**src/sv/szsl_pkg.sv**
```systemverilog
// szsl_pkg: shared widths, constants, register indexes and types for the
// safe-zone stop level unit. no dependencies; used by szsl_if, szsl_div and safezone_stop_level_unit.
package szsl_pkg;

    localparam int MAX_DROP_WINDOW = 64;
    localparam int MAX_MAX_WINDOW  = 16;
    localparam int DROP_AW         = $clog2(MAX_DROP_WINDOW);
    localparam int CAND_AW         = $clog2(MAX_MAX_WINDOW);

    localparam int PRICE_W  = 32;
    localparam int DW_W     = 7;
    localparam int MW_W     = 5;
    localparam int MULT_W   = 16;
    localparam int CFG_W    = 16;
    localparam int SUM_W    = 38;
    localparam int COUNT_W  = 7;
    localparam int PROD_W   = MULT_W + SUM_W;
    localparam int FRAC_SH  = 8;
    localparam int QUO_W    = PROD_W - FRAC_SH;
    localparam int DIV_CW   = $clog2(QUO_W);
    localparam int SCOUNT_W = 7;

    localparam logic [DW_W-1:0]     DROP_WINDOW_RST = 7'd10;
    localparam logic [MW_W-1:0]     MAX_WINDOW_RST  = 5'd3;
    localparam logic [MULT_W-1:0]   MULTIPLIER_RST  = 16'd512;
    localparam logic [SCOUNT_W-1:0] SAMPLE_LIMIT    = SCOUNT_W'(MAX_DROP_WINDOW + MAX_MAX_WINDOW);
    localparam logic [DW_W-1:0]     DROP_WIN_LO     = 7'd2;
    localparam logic [DW_W-1:0]     DROP_WIN_HI     = DW_W'(MAX_DROP_WINDOW);
    localparam logic [MW_W-1:0]     MAX_WIN_LO      = 5'd1;
    localparam logic [MW_W-1:0]     MAX_WIN_HI      = MW_W'(MAX_MAX_WINDOW);

    typedef logic [1:0] cfg_index_t;
    localparam cfg_index_t REG_DROP_WINDOW = 2'd0;
    localparam cfg_index_t REG_MAX_WINDOW  = 2'd1;
    localparam cfg_index_t REG_MULTIPLIER  = 2'd2;

    typedef logic [CFG_W-1:0]   cfg_data_t;
    typedef logic [PRICE_W-1:0] price_t;
    typedef logic [COUNT_W-1:0] count_t;
    typedef logic [QUO_W-1:0]   quo_t;

    typedef struct packed {
        logic busy;
        logic done;
    } div_status_t;

endpackage

```
**src/sv/szsl_if.sv**
```systemverilog
// szsl_if: valid/ready channels for price samples and stop level results.
// depends on szsl_pkg.
interface szsl_sample_if;
    logic                  valid;
    logic                  ready;
    szsl_pkg::price_t      price;
    logic                  series_start;

    modport source (output valid, output price, output series_start, input ready);
    modport sink   (input valid, input price, input series_start, output ready);
endinterface

interface szsl_stop_if;
    logic                  valid;
    logic                  ready;
    szsl_pkg::price_t      stop_level;
    logic                  ready_res;

    modport source (output valid, output stop_level, output ready_res, input ready);
    modport sink   (input valid, input stop_level, input ready_res, output ready);
endinterface

```
**src/sv/szsl_ram.sv**
```systemverilog
// szsl_ram: generic single-write, single-read ram with registered read data.
// no dependencies.
module szsl_ram #(
    parameter int WIDTH = 32,
    parameter int DEPTH = 16
) (
    input  logic                     clk,
    input  logic                     we,
    input  logic [$clog2(DEPTH)-1:0] waddr,
    input  logic [WIDTH-1:0]         wdata,
    input  logic [$clog2(DEPTH)-1:0] raddr,
    output logic [WIDTH-1:0]         rdata
);

    logic [WIDTH-1:0] mem [DEPTH];

    always_ff @(posedge clk)
    begin
        if (we)
        begin
            mem[waddr] <= wdata;
        end
        rdata <= mem[raddr];
    end

endmodule

```
**src/sv/szsl_div.sv**
```systemverilog
// szsl_div: restoring divider, one quotient bit per cycle.
// depends on szsl_pkg.
module szsl_div (
    input  logic                  clk,
    input  logic                  rst_n,
    input  logic                  start,
    input  szsl_pkg::quo_t        dividend,
    input  szsl_pkg::count_t      divisor,
    output szsl_pkg::quo_t        quotient,
    output szsl_pkg::div_status_t status
);
    import szsl_pkg::*;

    logic              busy_reg, busy_next;
    logic              done_reg, done_next;
    logic [DIV_CW-1:0] cnt_reg, cnt_next;
    quo_t              quo_reg, quo_next;
    count_t            rem_reg, rem_next;
    logic [COUNT_W:0]  shifted;
    logic [COUNT_W:0]  diff;
    logic              ge;

    assign shifted = {rem_reg, quo_reg[QUO_W-1]};
    assign diff    = shifted - {1'b0, divisor};
    assign ge      = shifted >= {1'b0, divisor};

    always_comb
    begin
        busy_next = busy_reg;
        done_next = 1'b0;
        cnt_next  = cnt_reg;
        quo_next  = quo_reg;
        rem_next  = rem_reg;
        if (start)
        begin
            busy_next = 1'b1;
            cnt_next  = '0;
            quo_next  = dividend;
            rem_next  = '0;
        end
        else if (busy_reg)
        begin
            quo_next = {quo_reg[QUO_W-2:0], ge};
            rem_next = ge ? diff[COUNT_W-1:0] : shifted[COUNT_W-1:0];
            cnt_next = cnt_reg + 1'b1;
            if (cnt_reg == DIV_CW'(QUO_W - 1))
            begin
                busy_next = 1'b0;
                done_next = 1'b1;
            end
        end
    end

    always_ff @(posedge clk or negedge rst_n)
    begin
        if (!rst_n)
        begin
            busy_reg <= 1'b0;
            done_reg <= 1'b0;
            cnt_reg  <= '0;
        end
        else
        begin
            busy_reg <= busy_next;
            done_reg <= done_next;
            cnt_reg  <= cnt_next;
        end
    end

    always_ff @(posedge clk)
    begin
        quo_reg <= quo_next;
        rem_reg <= rem_next;
    end

    assign quotient    = quo_reg;
    assign status.busy = busy_reg;
    assign status.done = done_reg;

endmodule

```
**src/sv/safezone_stop_level_unit.sv**
```systemverilog
// safezone_stop_level_unit: one sample at a time; the next sample beat is taken only
// once the result register is loaded, and later while a result waits. the divider is
// skipped when no drop lies in the window. the drop walk reads one ram entry a cycle,
// the divider yields one quotient bit a cycle, the maximum walks the candidate ram.
// reset restores the register defaults and clears all history.
module safezone_stop_level_unit (
    input  logic                 clk,
    input  logic                 rst_n,
    szsl_sample_if.sink          samples,
    szsl_stop_if.source          stops,
    input  logic                 cfg_wr_en,
    input  szsl_pkg::cfg_index_t cfg_index,
    input  szsl_pkg::cfg_data_t  cfg_data
);
    import szsl_pkg::*;

    localparam logic [3:0] S_IDLE      = 4'd0;
    localparam logic [3:0] S_SUM       = 4'd1;
    localparam logic [3:0] S_SUM_DRAIN = 4'd2;
    localparam logic [3:0] S_MUL       = 4'd3;
    localparam logic [3:0] S_DIV_GO    = 4'd4;
    localparam logic [3:0] S_DIV       = 4'd5;
    localparam logic [3:0] S_CAND      = 4'd6;
    localparam logic [3:0] S_MAX       = 4'd7;
    localparam logic [3:0] S_MAX_DRAIN = 4'd8;
    localparam logic [3:0] S_OUT       = 4'd9;

    logic [3:0]           state_reg, state_next;
    logic [DW_W-1:0]      drop_window_reg;
    logic [MW_W-1:0]      max_window_reg;
    logic [MULT_W-1:0]    multiplier_reg;

    price_t               last_price_reg, last_price_next;
    logic [DROP_AW-1:0]   drop_wp_reg, drop_wp_next;
    logic [CAND_AW-1:0]   cand_wp_reg, cand_wp_next;
    logic [MAX_DROP_WINDOW-1:0] drop_valid_reg, drop_valid_next;
    logic [MAX_MAX_WINDOW-1:0]  cand_valid_reg, cand_valid_next;
    logic [SCOUNT_W-1:0]  sample_count_reg, sample_count_next;
    logic [DROP_AW-1:0]   iter_reg, iter_next;
    logic                 acc_en_reg, acc_en_next;
    logic                 rd_valid_reg, rd_valid_next;
    logic                 out_valid_reg, out_valid_next;

    price_t               price_reg, price_next;
    logic [SUM_W-1:0]     sum_reg, sum_next;
    count_t               count_reg, count_next;
    logic [PROD_W-1:0]    prod_reg, prod_next;
    price_t               best_reg, best_next;
    price_t               out_stop_reg, out_stop_next;
    logic                 out_rdy_reg, out_rdy_next;

    logic [DW_W-1:0]      n1_eff;
    logic [MW_W-1:0]      n2_eff;
    logic                 accept;
    logic                 series_ready;

    logic                 drop_we;
    logic [DROP_AW-1:0]   drop_waddr, drop_raddr;
    price_t               drop_wdata, drop_rdata;
    logic                 cand_we;
    logic [CAND_AW-1:0]   cand_raddr;
    price_t               cand_wdata, cand_rdata;

    logic                 div_start;
    quo_t                 quotient;
    div_status_t          div_status;

    price_t               rd_word;
    price_t               drop_val;
    logic [SCOUNT_W-1:0]  sc_eff;

    szsl_ram #(.WIDTH(PRICE_W), .DEPTH(MAX_DROP_WINDOW)) u_drop_ram (
        .clk   (clk),
        .we    (drop_we),
        .waddr (drop_waddr),
        .wdata (drop_wdata),
        .raddr (drop_raddr),
        .rdata (drop_rdata)
    );

    szsl_ram #(.WIDTH(PRICE_W), .DEPTH(MAX_MAX_WINDOW)) u_cand_ram (
        .clk   (clk),
        .we    (cand_we),
        .waddr (cand_wp_reg),
        .wdata (cand_wdata),
        .raddr (cand_raddr),
        .rdata (cand_rdata)
    );

    szsl_div u_div (
        .clk      (clk),
        .rst_n    (rst_n),
        .start    (div_start),
        .dividend (prod_reg[PROD_W-1:FRAC_SH]),
        .divisor  (count_reg),
        .quotient (quotient),
        .status   (div_status)
    );

    // effective windows
    always_comb
    begin
        if (drop_window_reg < DROP_WIN_LO)
            n1_eff = DROP_WIN_LO;
        else if (drop_window_reg > DROP_WIN_HI)
            n1_eff = DROP_WIN_HI;
        else
            n1_eff = drop_window_reg;
        if (max_window_reg < MAX_WIN_LO)
            n2_eff = MAX_WIN_LO;
        else if (max_window_reg > MAX_WIN_HI)
            n2_eff = MAX_WIN_HI;
        else
            n2_eff = max_window_reg;
    end

    assign samples.ready = (state_reg == S_IDLE);
    assign accept        = samples.valid && samples.ready;
    assign series_ready  = {1'b0, sample_count_reg} >=
                           ({1'b0, n1_eff} + {3'b0, n2_eff} - 8'd1);
    assign drop_raddr    = drop_wp_reg - 1'b1 - iter_reg;
    assign cand_raddr    = cand_wp_reg - 1'b1 - iter_reg[CAND_AW-1:0];

    always_comb
    begin
        state_next        = state_reg;
        last_price_next   = last_price_reg;
        drop_wp_next      = drop_wp_reg;
        cand_wp_next      = cand_wp_reg;
        drop_valid_next   = drop_valid_reg;
        cand_valid_next   = cand_valid_reg;
        sample_count_next = sample_count_reg;
        iter_next         = iter_reg;
        acc_en_next       = 1'b0;
        rd_valid_next     = 1'b0;
        out_valid_next    = out_valid_reg;
        price_next        = price_reg;
        sum_next          = sum_reg;
        count_next        = count_reg;
        prod_next         = prod_reg;
        best_next         = best_reg;
        out_stop_next     = out_stop_reg;
        out_rdy_next      = out_rdy_reg;
        drop_we           = 1'b0;
        drop_waddr        = drop_wp_reg;
        drop_wdata        = '0;
        cand_we           = 1'b0;
        cand_wdata        = '0;
        div_start         = 1'b0;
        rd_word           = '0;
        drop_val          = '0;
        sc_eff            = sample_count_reg;

        if (stops.ready)
        begin
            out_valid_next = 1'b0;
        end

        if (state_reg == S_SUM || state_reg == S_SUM_DRAIN)
        begin
            rd_word = rd_valid_reg ? drop_rdata : '0;
            if (acc_en_reg && rd_word != '0)
            begin
                sum_next   = sum_reg + {{(SUM_W-PRICE_W){1'b0}}, rd_word};
                count_next = count_reg + 1'b1;
            end
        end
        if (state_reg == S_MAX || state_reg == S_MAX_DRAIN)
        begin
            rd_word = rd_valid_reg ? cand_rdata : '0;
            if (acc_en_reg && rd_word > best_reg)
            begin
                best_next = rd_word;
            end
        end

        case (state_reg)
            S_IDLE:
            begin
                if (accept)
                begin
                    if (samples.series_start)
                    begin
                        sc_eff          = '0;
                        drop_valid_next = '0;
                        cand_valid_next = '0;
                        cand_wp_next    = '0;
                        drop_waddr      = '0;
                        sample_count_next = '0;
                    end
                    if (sc_eff != '0 && last_price_reg > samples.price)
                        drop_val = last_price_reg - samples.price;
                    drop_we         = 1'b1;
                    drop_wdata      = drop_val;
                    drop_valid_next[drop_waddr] = 1'b1;
                    drop_wp_next    = drop_waddr + 1'b1;
                    last_price_next = samples.price;
                    price_next      = samples.price;
                    sum_next        = '0;
                    count_next      = '0;
                    iter_next       = '0;
                    state_next      = S_SUM;
                end
            end
            S_SUM:
            begin
                acc_en_next   = 1'b1;
                rd_valid_next = drop_valid_reg[drop_raddr];
                iter_next     = iter_reg + 1'b1;
                if ({1'b0, iter_reg} == n1_eff - DROP_WIN_LO)
                    state_next = S_SUM_DRAIN;
            end
            S_SUM_DRAIN:
            begin
                state_next = S_MUL;
            end
            S_MUL:
            begin
                prod_next  = multiplier_reg * sum_reg;
                state_next = (count_reg == '0) ? S_CAND : S_DIV_GO;
            end
            S_DIV_GO:
            begin
                div_start  = 1'b1;
                state_next = S_DIV;
            end
            S_DIV:
            begin
                if (div_status.done)
                    state_next = S_CAND;
            end
            S_CAND:
            begin
                if (count_reg == '0)
                    cand_wdata = price_reg;
                else if (quotient >= {{(QUO_W-PRICE_W){1'b0}}, price_reg})
                    cand_wdata = '0;
                else
                    cand_wdata = price_reg - quotient[PRICE_W-1:0];
                cand_we         = 1'b1;
                cand_valid_next[cand_wp_reg] = 1'b1;
                cand_wp_next    = cand_wp_reg + 1'b1;
                if (sample_count_reg < SAMPLE_LIMIT)
                    sample_count_next = sample_count_reg + 1'b1;
                best_next  = '0;
                iter_next  = '0;
                state_next = S_MAX;
            end
            S_MAX:
            begin
                acc_en_next   = 1'b1;
                rd_valid_next = cand_valid_reg[cand_raddr];
                iter_next     = iter_reg + 1'b1;
                if ({1'b0, iter_reg[CAND_AW-1:0]} == n2_eff - MAX_WIN_LO)
                    state_next = S_MAX_DRAIN;
            end
            S_MAX_DRAIN:
            begin
                state_next = S_OUT;
            end
            S_OUT:
            begin
                if (!out_valid_reg || stops.ready)
                begin
                    out_valid_next = 1'b1;
                    out_stop_next  = series_ready ? best_reg : '0;
                    out_rdy_next   = series_ready;
                    state_next     = S_IDLE;
                end
            end
            default:
            begin
                state_next = S_IDLE;
            end
        endcase
    end

    // control state and registers
    always_ff @(posedge clk or negedge rst_n)
    begin
        if (!rst_n)
        begin
            state_reg        <= S_IDLE;
            drop_window_reg  <= DROP_WINDOW_RST;
            max_window_reg   <= MAX_WINDOW_RST;
            multiplier_reg   <= MULTIPLIER_RST;
            last_price_reg   <= '0;
            drop_wp_reg      <= '0;
            cand_wp_reg      <= '0;
            drop_valid_reg   <= '0;
            cand_valid_reg   <= '0;
            sample_count_reg <= '0;
            iter_reg         <= '0;
            acc_en_reg       <= 1'b0;
            rd_valid_reg     <= 1'b0;
            out_valid_reg    <= 1'b0;
        end
        else
        begin
            state_reg        <= state_next;
            last_price_reg   <= last_price_next;
            drop_wp_reg      <= drop_wp_next;
            cand_wp_reg      <= cand_wp_next;
            drop_valid_reg   <= drop_valid_next;
            cand_valid_reg   <= cand_valid_next;
            sample_count_reg <= sample_count_next;
            iter_reg         <= iter_next;
            acc_en_reg       <= acc_en_next;
            rd_valid_reg     <= rd_valid_next;
            out_valid_reg    <= out_valid_next;
            if (cfg_wr_en)
            begin
                case (cfg_index)
                    REG_DROP_WINDOW: drop_window_reg <= cfg_data[DW_W-1:0];
                    REG_MAX_WINDOW:  max_window_reg  <= cfg_data[MW_W-1:0];
                    REG_MULTIPLIER:  multiplier_reg  <= cfg_data[MULT_W-1:0];
                    default:         ;
                endcase
            end
        end
    end

    // datapath
    always_ff @(posedge clk)
    begin
        price_reg    <= price_next;
        sum_reg      <= sum_next;
        count_reg    <= count_next;
        prod_reg     <= prod_next;
        best_reg     <= best_next;
        out_stop_reg <= out_stop_next;
        out_rdy_reg  <= out_rdy_next;
    end

    assign stops.valid      = out_valid_reg;
    assign stops.stop_level = out_stop_reg;
    assign stops.ready_res  = out_rdy_reg;

endmodule
```
**src/flat_wrapper.sv**
```systemverilog
// flat-port wrapper written by rule: the top's interface ports become plain ports
module safezone_stop_level_unit_flat import szsl_pkg::*;
  (clk, rst_n, cfg_wr_en, cfg_index, cfg_data, samples_valid, samples_price, samples_series_start, samples_ready, stops_valid, stops_stop_level, stops_ready_res, stops_ready);
  szsl_sample_if samples_i ();
  szsl_stop_if stops_i ();
  input  logic clk;
  input  logic rst_n;
  input  logic cfg_wr_en;
  input  szsl_pkg::cfg_index_t cfg_index;
  input  szsl_pkg::cfg_data_t cfg_data;
  input wire logic [$bits(samples_i.valid)-1:0] samples_valid;
  input wire logic [$bits(samples_i.price)-1:0] samples_price;
  input wire logic [$bits(samples_i.series_start)-1:0] samples_series_start;
  output wire logic [$bits(samples_i.ready)-1:0] samples_ready;
  output wire logic [$bits(stops_i.valid)-1:0] stops_valid;
  output wire logic [$bits(stops_i.stop_level)-1:0] stops_stop_level;
  output wire logic [$bits(stops_i.ready_res)-1:0] stops_ready_res;
  input wire logic [$bits(stops_i.ready)-1:0] stops_ready;
  assign samples_i.valid = samples_valid;
  assign samples_i.price = samples_price;
  assign samples_i.series_start = samples_series_start;
  assign samples_ready = samples_i.ready;
  assign stops_valid = stops_i.valid;
  assign stops_stop_level = stops_i.stop_level;
  assign stops_ready_res = stops_i.ready_res;
  assign stops_i.ready = stops_ready;
  safezone_stop_level_unit u_core (.clk(clk), .rst_n(rst_n), .samples(samples_i), .stops(stops_i), .cfg_wr_en(cfg_wr_en), .cfg_index(cfg_index), .cfg_data(cfg_data));
endmodule
```
**config.mk**
```make
export PLATFORM = sky130hd
export DESIGN_NAME = safezone_stop_level_unit_flat
export DESIGN_NICKNAME = d
export VERILOG_FILES = /design/src/sv/szsl_pkg.sv /design/src/sv/szsl_if.sv /design/src/sv/szsl_ram.sv /design/src/sv/szsl_div.sv /design/src/sv/safezone_stop_level_unit.sv /design/src/flat_wrapper.sv
export SDC_FILE = /design/constraint.sdc
export NUM_CORES = 2
export LEC_CHECK = 0
export BUFFER_PORTS_ARGS = -buffer_cell sky130_fd_sc_hd__buf_2
export CORE_MARGIN = 2
export CORE_UTILIZATION = 44
export DETAILED_ROUTE_END_ITERATION = 10
export MAX_ROUTING_LAYER = met4
export PLACE_DENSITY_LB_ADDON = 0.05
export RECOVER_POWER = 25
export SETUP_SLACK_MARGIN = 0.02
export SLEW_MARGIN = 30
export SYNTH_ARGS = -nofsm -noshare
export SYNTH_HDL_FRONTEND = slang
export SYNTH_HIERARCHICAL = 1
export SYNTH_SLANG_ARGS = --single-unit
```
**constraint.sdc**
```tcl
create_clock -name clk -period 10.77 [get_ports clk]
set_clock_uncertainty 0.05 [all_clocks]
set_input_delay 0 -clock clk [delete_from_list [all_inputs] [get_ports clk]]
set_output_delay 0 -clock clk [all_outputs]
set_load 0.005 [all_outputs]
```
# [Word-level counts from Yosys, hierarchy flattened]
# Memories as Yosys holds them, arrays and structs flattened. A register that Yosys moved wholly into a read port is not among the register bits.
# Cells that the tools add are included.
[word_totals] register_bits=427 ramBits=2560 input_bits=56 output_inout_bits=35 wordCells=195 mem_count=2
[memory_table] memory="u_core.u_drop_ram.mem" depth=64 width=32 rd=1 rd_clocked_by_memory_dff=1 write_ports=1 line="szsl_ram.sv:15" source="logic [WIDTH-1:0] mem [DEPTH];"
[memory_table] memory="u_core.u_cand_ram.mem" depth=16 width=32 rd=1 rd_clocked_by_memory_dff=1 write_ports=1 line="szsl_ram.sv:15"
[classes] add_sub_neg=18 multipliers=1 order_cmp=16 n_eq_ne=21 n_mux=80 n_bitwise=2 reduce_logical=29
[op_table] cell="$mux W32" count=8
[op_table] cell="$mux W64" count=3
[op_table] cell="$mux W38" count=4
[op_table] cell="$mux W46" count=2
[op_table] cell="$mux W7" count=11
[op_table] cell="$gt A32 B32 Y1" count=2
[op_table] cell="$or A64 B64 Y64" count=1
[op_table] cell="$sub A32 B32 Y32" count=2
[op_table] cell="$mul A16 B38 Y54" count=1
[op_table] cell="$mux W6" count=8
[op_table] cell="$ge A46 B32 Y1" count=1
[op_table] cell="$pmux W4 S10" count=1
[op_table] cell="$add A38 B32 Y38" count=1
[op_table] cell="$mux W16" count=2
[op_table] cell="$pmux W16 S2" count=1
[op_table] cell="$reduce_bool A32 Y1" count=1
[op_table] cell="$mux W4" count=7
[op_table] cell="$mux W1" count=22
[op_table] cell="$add A6 B1 Y6 const B" count=3
[op_table] cell="$pmux W6 S3" count=1
[op_table] cell="$eq A4 B3 Y1 const B" count=4
[op_table] cell="$or A16 B16 Y16" count=1
[op_table] cell="$add A7 B1 Y7 const B" count=2
[op_table] cell="$lt A6 B7 Y1 const B" count=2
[op_table] cell="52 further kinds" count=76

# [Logic depth before layout (Yosys ltp)]
[logic_depth] depth_word=9 depth_mapped=26 depth_no_buf=24

# [Modules after synthesis]
# Netlist, hierarchy kept.
[modules_own_cells] mod="szsl_ram (u_core.u_drop_ram)" instances=1 cells_each=3324 area_each_um2=78515.3 seq_area_each_um2=62139.6
[modules_own_cells] mod="safezone_stop_level_unit" instances=1 cells_each=4611 area_each_um2=40807.9 seq_area_each_um2=9135.0
[modules_own_cells] mod="szsl_ram (u_core.u_cand_ram)" instances=1 cells_each=838 area_each_um2=19835.3 seq_area_each_um2=16015.4
[modules_own_cells] mod="szsl_div" instances=1 cells_each=241 area_each_um2=3144.3 seq_area_each_um2=1721.7

# [Least setup slack after synthesis]
# No wires, ideal clock.
[synth_path] path_type="register -> register" start="register u_core.multiplier_reg[1]" end="register u_core.prod_reg[46], data pin" setup_ps=262 arrival_ps=6318 required_ps=10458 path_slack_ps=4140 stages_incl_launch_ff=26 n_path_buf=2 period_less_slack_ps=6630 path_cell_list="dfrtp_1 clkbuf_1 clkbuf_1 nand2_1 fa_1 inv_1 fa_1 inv_1 fa_1 inv_1 fa_1 fa_1 inv_1 fa_1 inv_1 ha_1 a211oi_1 nor3_1 o31ai_1 nand4_1 o21ai_0 nand4_1 a31o_2 a21oi_1 o21bai_1 xor2_1"
[synth_between] elab_chain_len=1
[synth_rtl] item="start: declaration" line="safezone_stop_level_unit.sv:31" source="logic [MULT_W-1:0] multiplier_reg;"
[synth_rtl] item="start signal: assignment" line="safezone_stop_level_unit.sv:316" source="REG_MULTIPLIER: multiplier_reg <= cfg_data[MULT_W-1:0];"
[synth_rtl] item="$mul A16 B38 Y54" line="safezone_stop_level_unit.sv:219" source="prod_next = multiplier_reg * sum_reg;"
[synth_rtl] item="end signal: assignment" line="safezone_stop_level_unit.sv:329" source="prod_reg <= prod_next;"
[synth_rtl] item="end: declaration" line="safezone_stop_level_unit.sv:47" source="logic [PROD_W-1:0] prod_reg, prod_next;"
# No other way between the ends.
# A chain may end at the register's enable or synchronous reset.

# [Worst setup path in the final report]
[layout_path] start="register u_core.iter_reg[0]" end="register u_core.u_cand_ram.rdata[17], read port of u_core.u_cand_ram.mem"
[layout_between] elab_chain_len=1
[layout_rtl] item="start: declaration" line="safezone_stop_level_unit.sv:39" source="logic [DROP_AW-1:0] iter_reg, iter_next;"
[layout_rtl] item="start signal: assignment" line="safezone_stop_level_unit.sv:307" source="iter_reg <= iter_next;"
[layout_rtl] item="$sub A4 B4 Y4" line="safezone_stop_level_unit.sv:122" source="assign cand_raddr = cand_wp_reg - 1'b1 - iter_reg[CAND_AW-1:0];"
[layout_rtl] item="named net u_core.cand_raddr[1]" line="safezone_stop_level_unit.sv:61" source="logic [CAND_AW-1:0] cand_raddr;"
[layout_rtl] item="end: declaration" line="szsl_ram.sv:12" source="output logic [WIDTH-1:0] rdata"
# The timed path passes the listed nets, and every way through them passes these cells.

==> qor.csv <==
metric;value;unit
synth warn;6;
Clock Path Buffers;4;
Power Dens Cells;346;nW/um2
Sequential Power Share;26.8;%
worst reg-to-reg path cell count;9;
reg2reg start;u_core/iter_reg[0]$_DFFE_PN0P_;
core area;321000;um2
initial antenna violation count;29;
sw frac;42.1;%
RSZ-0062 raised after global routing;no;
status;finished, violations left;
Slew headroom;-185;%
Vias;79200;
most used cell, CP;inv_1;
Final setup viols;0;
Clock Sinks;3043;
Ports;91;
crit-path max FO;66;
Clock Latency Late Sink;0.92;ns
die height;573;um
actual slew at the worst max-slew pin;4.27;ns
dpl hpwl;235000;um
DR iter-0 viols;6754;
max cap viols;34;
minimum clock period after layout;8.30;ns
Placed Cells incl. Taps;13200;
drt drc;0;
cells after synthesis;9013;
r2r setup slk;2.47;ns
std cell rows;208;
leakage power;0.0560;uW
Reg2Reg Capture Point;u_core/u_cand_ram/rdata[17]$_DFF_P_;
Cell Int Power;32200;uW
Placer Congestion;0.870;
Max Clock Freq;121;MHz
Die ar.;328000;um2
nature of the critical path startpoint;register;
Tot GR Track Use;24.9;%
non-filler instance count after layout;13900;
CP endpoint;u_core/u_cand_ram/rdata[17]$_DFF_P_;
Switch Pwr;23500;uW
WS Path Type;reg2reg;
Die Wd;573;um
final total power;55700;uW
CP bufs+invs;4;
starting density of the core;44.3;%
Vias/cell;5.69;
layout cell share with drive strength beyond 1;17.2;%
clock power share;20.3;%
crit path from;u_core/iter_reg[0]$_DFFE_PN0P_;
worst-path cell chain;inv_1 -> ha_1 -> inv_1 -> fa_1 -> clkinvlp_2 -> clkbuf_1 -> mux4_2 -> a22oi_1 -> nand2_1;
vias in the first global route;82300;
drt pass-1 iters;5;
first-pass GRT wire length;573000;um
Final #Nets;10200;
maximum level of the CTS H-tree;5;
Post-Syn Area;142000;um2
CTS tree;done;
Critical Path End Type;register;
antenna-violating nets left;0;
fin. max-slew vios;1302;
Fin Hold WS;0.0944;ns
Critical Path Stages;9;
routed length per instance;28.3;um
Total Neg Setup Slack;0;ns
CP delay by family, top;buffers and inverters;
fin crit share;77.0;%
Root Buffer;clkbuf_16;
failing checks;capacitance limit, slew limit;
combinational cell fraction of total power;52.8;%
synthesized area per cell;15.8;um2
postcts setup bufs;0;
max FFs per register;2048;
P&R area growth vs syn;12.9;%
CTS Buf Count;333;
Slowest cell on crit path;clkinvlp_2;
grt total ovfl;0;
Core Util, Final;50.0;%
Worst EP arrival;9.00;ns
largest net degree at the start of global routing;95;
Critical Path RT;11.47;ns
HP Class;in2reg;
Routed WL;394000;um
final hold vios;0;
Clock transition at path regs;0.06;ns
VDD IR max;0.523;mV
I/O Buffers;90;
slowest stage delay, CP;2.91;ns
Syn Nets;9904;
area by class of cell:
cell class,count,area (um2)
inverter,794,2990
clock inverter,156,1610
timing repair buffer,443,3300
clock buffer,455,9190
multi-input combinational,4709,49200
antenna,9,22.5
sequential,3043,89000
tap,4305,5390
fill,26900,161000
worst reg2reg max path: cells and delay by family, from the launching register on:
| family | cells | cell delay (ns) |
|---|---|---|
| AOI/OAI and AO/OA | 1 | 0.24 |
| adders and majority gates | 2 | 0.95 |
| buffers and inverters | 4 | 5.54 |
| DFF | 1 | 0.46 |
| muxes | 1 | 0.77 |
| and+or+nand+nor | 1 | 0.15 |
per-stage QoR:
stage	setup WS (ns)	cell area, um2
2_1_floorplan	4.14	142000
3_3_place_gp	2.66	149000
4_1_cts	3.00	161000
3_5_place_dp	2.98	149000
6_report	2.47	161000
5_1_grt	1.77	161000
how the worst min path moves through the flow:
stage	endpoint	cells after the start	from
CTS	u_core/last_price_reg[16]$_DFFE_PN0P_	4	samples_price[16]
finish	u_core/max_window_reg[3]$_DFFE_PN0P_	3	cfg_data[3]
detailed placement	u_core/u_div/cnt_reg[3]$_DFFE_PN0P_	1	rst_n
global route	u_core/max_window_reg[3]$_DFFE_PN0P_	3	cfg_data[3]
global placement	u_core/u_div/cnt_reg[5]$_DFFE_PN0P_	1	rst_n
floorplan	u_core/acc_en_reg$_DFF_PN0_	0	rst_n
what timing repair did:
item,in CTS,in global routing
gates resized for setup,0,0
hold buffers,121,0
endpoints found under the hold margin,279,0
setup endpoints to repair,0,0
per-layer routing:
metal | track usage (%) | part of all wire, % | vias up
li1 | - | - | 34100
met1 | 34.3 | 44 | 42400
met5 | - | 0 | -
met3 | 3.17 | 5.7 | 467
met4 | 6.24 | 2.7 | 0
met2 | 39.5 | 48 | 2336
power by group through the flow:
stage	combinational [uW]	sequential [uW]	clock (uW)
5_1_grt	32100	15000	12000
4_1_cts	29600	14900	11600
3_3_place_gp	29300	15100	0
6_report	29400	14900	11300
3_5_place_dp	29500	15200	0
2_1_floorplan	19900	14600	0
cell usage in the layout, fill, tap and decap left out, types with 55 or more instances in the layout:
cell type / instances
nand3_1: 55
o21ai_0: 205
dfxtp_1: 137
a21o_1: 100
dfrtp_1: 170
clkbuf_16: 339
and2_1: 274
nor2_4: 100
buf_4: 185
nand2_1: 783
clkbuf_1: 187
mux4_2: 697
nor3_1: 55
a22oi_1: 94
o22ai_1: 86
mux2_2: 71
xnor2_1: 91
nor2_1: 252
inv_1: 789
edfxtp_1: 2717
a21oi_1: 267
clkinv_1: 57
xor2_1: 69
fa_1: 508
dlygate4sd3_1: 120
mux2i_1: 98
ha_1: 326
Power figures use the tool's default switching activity.
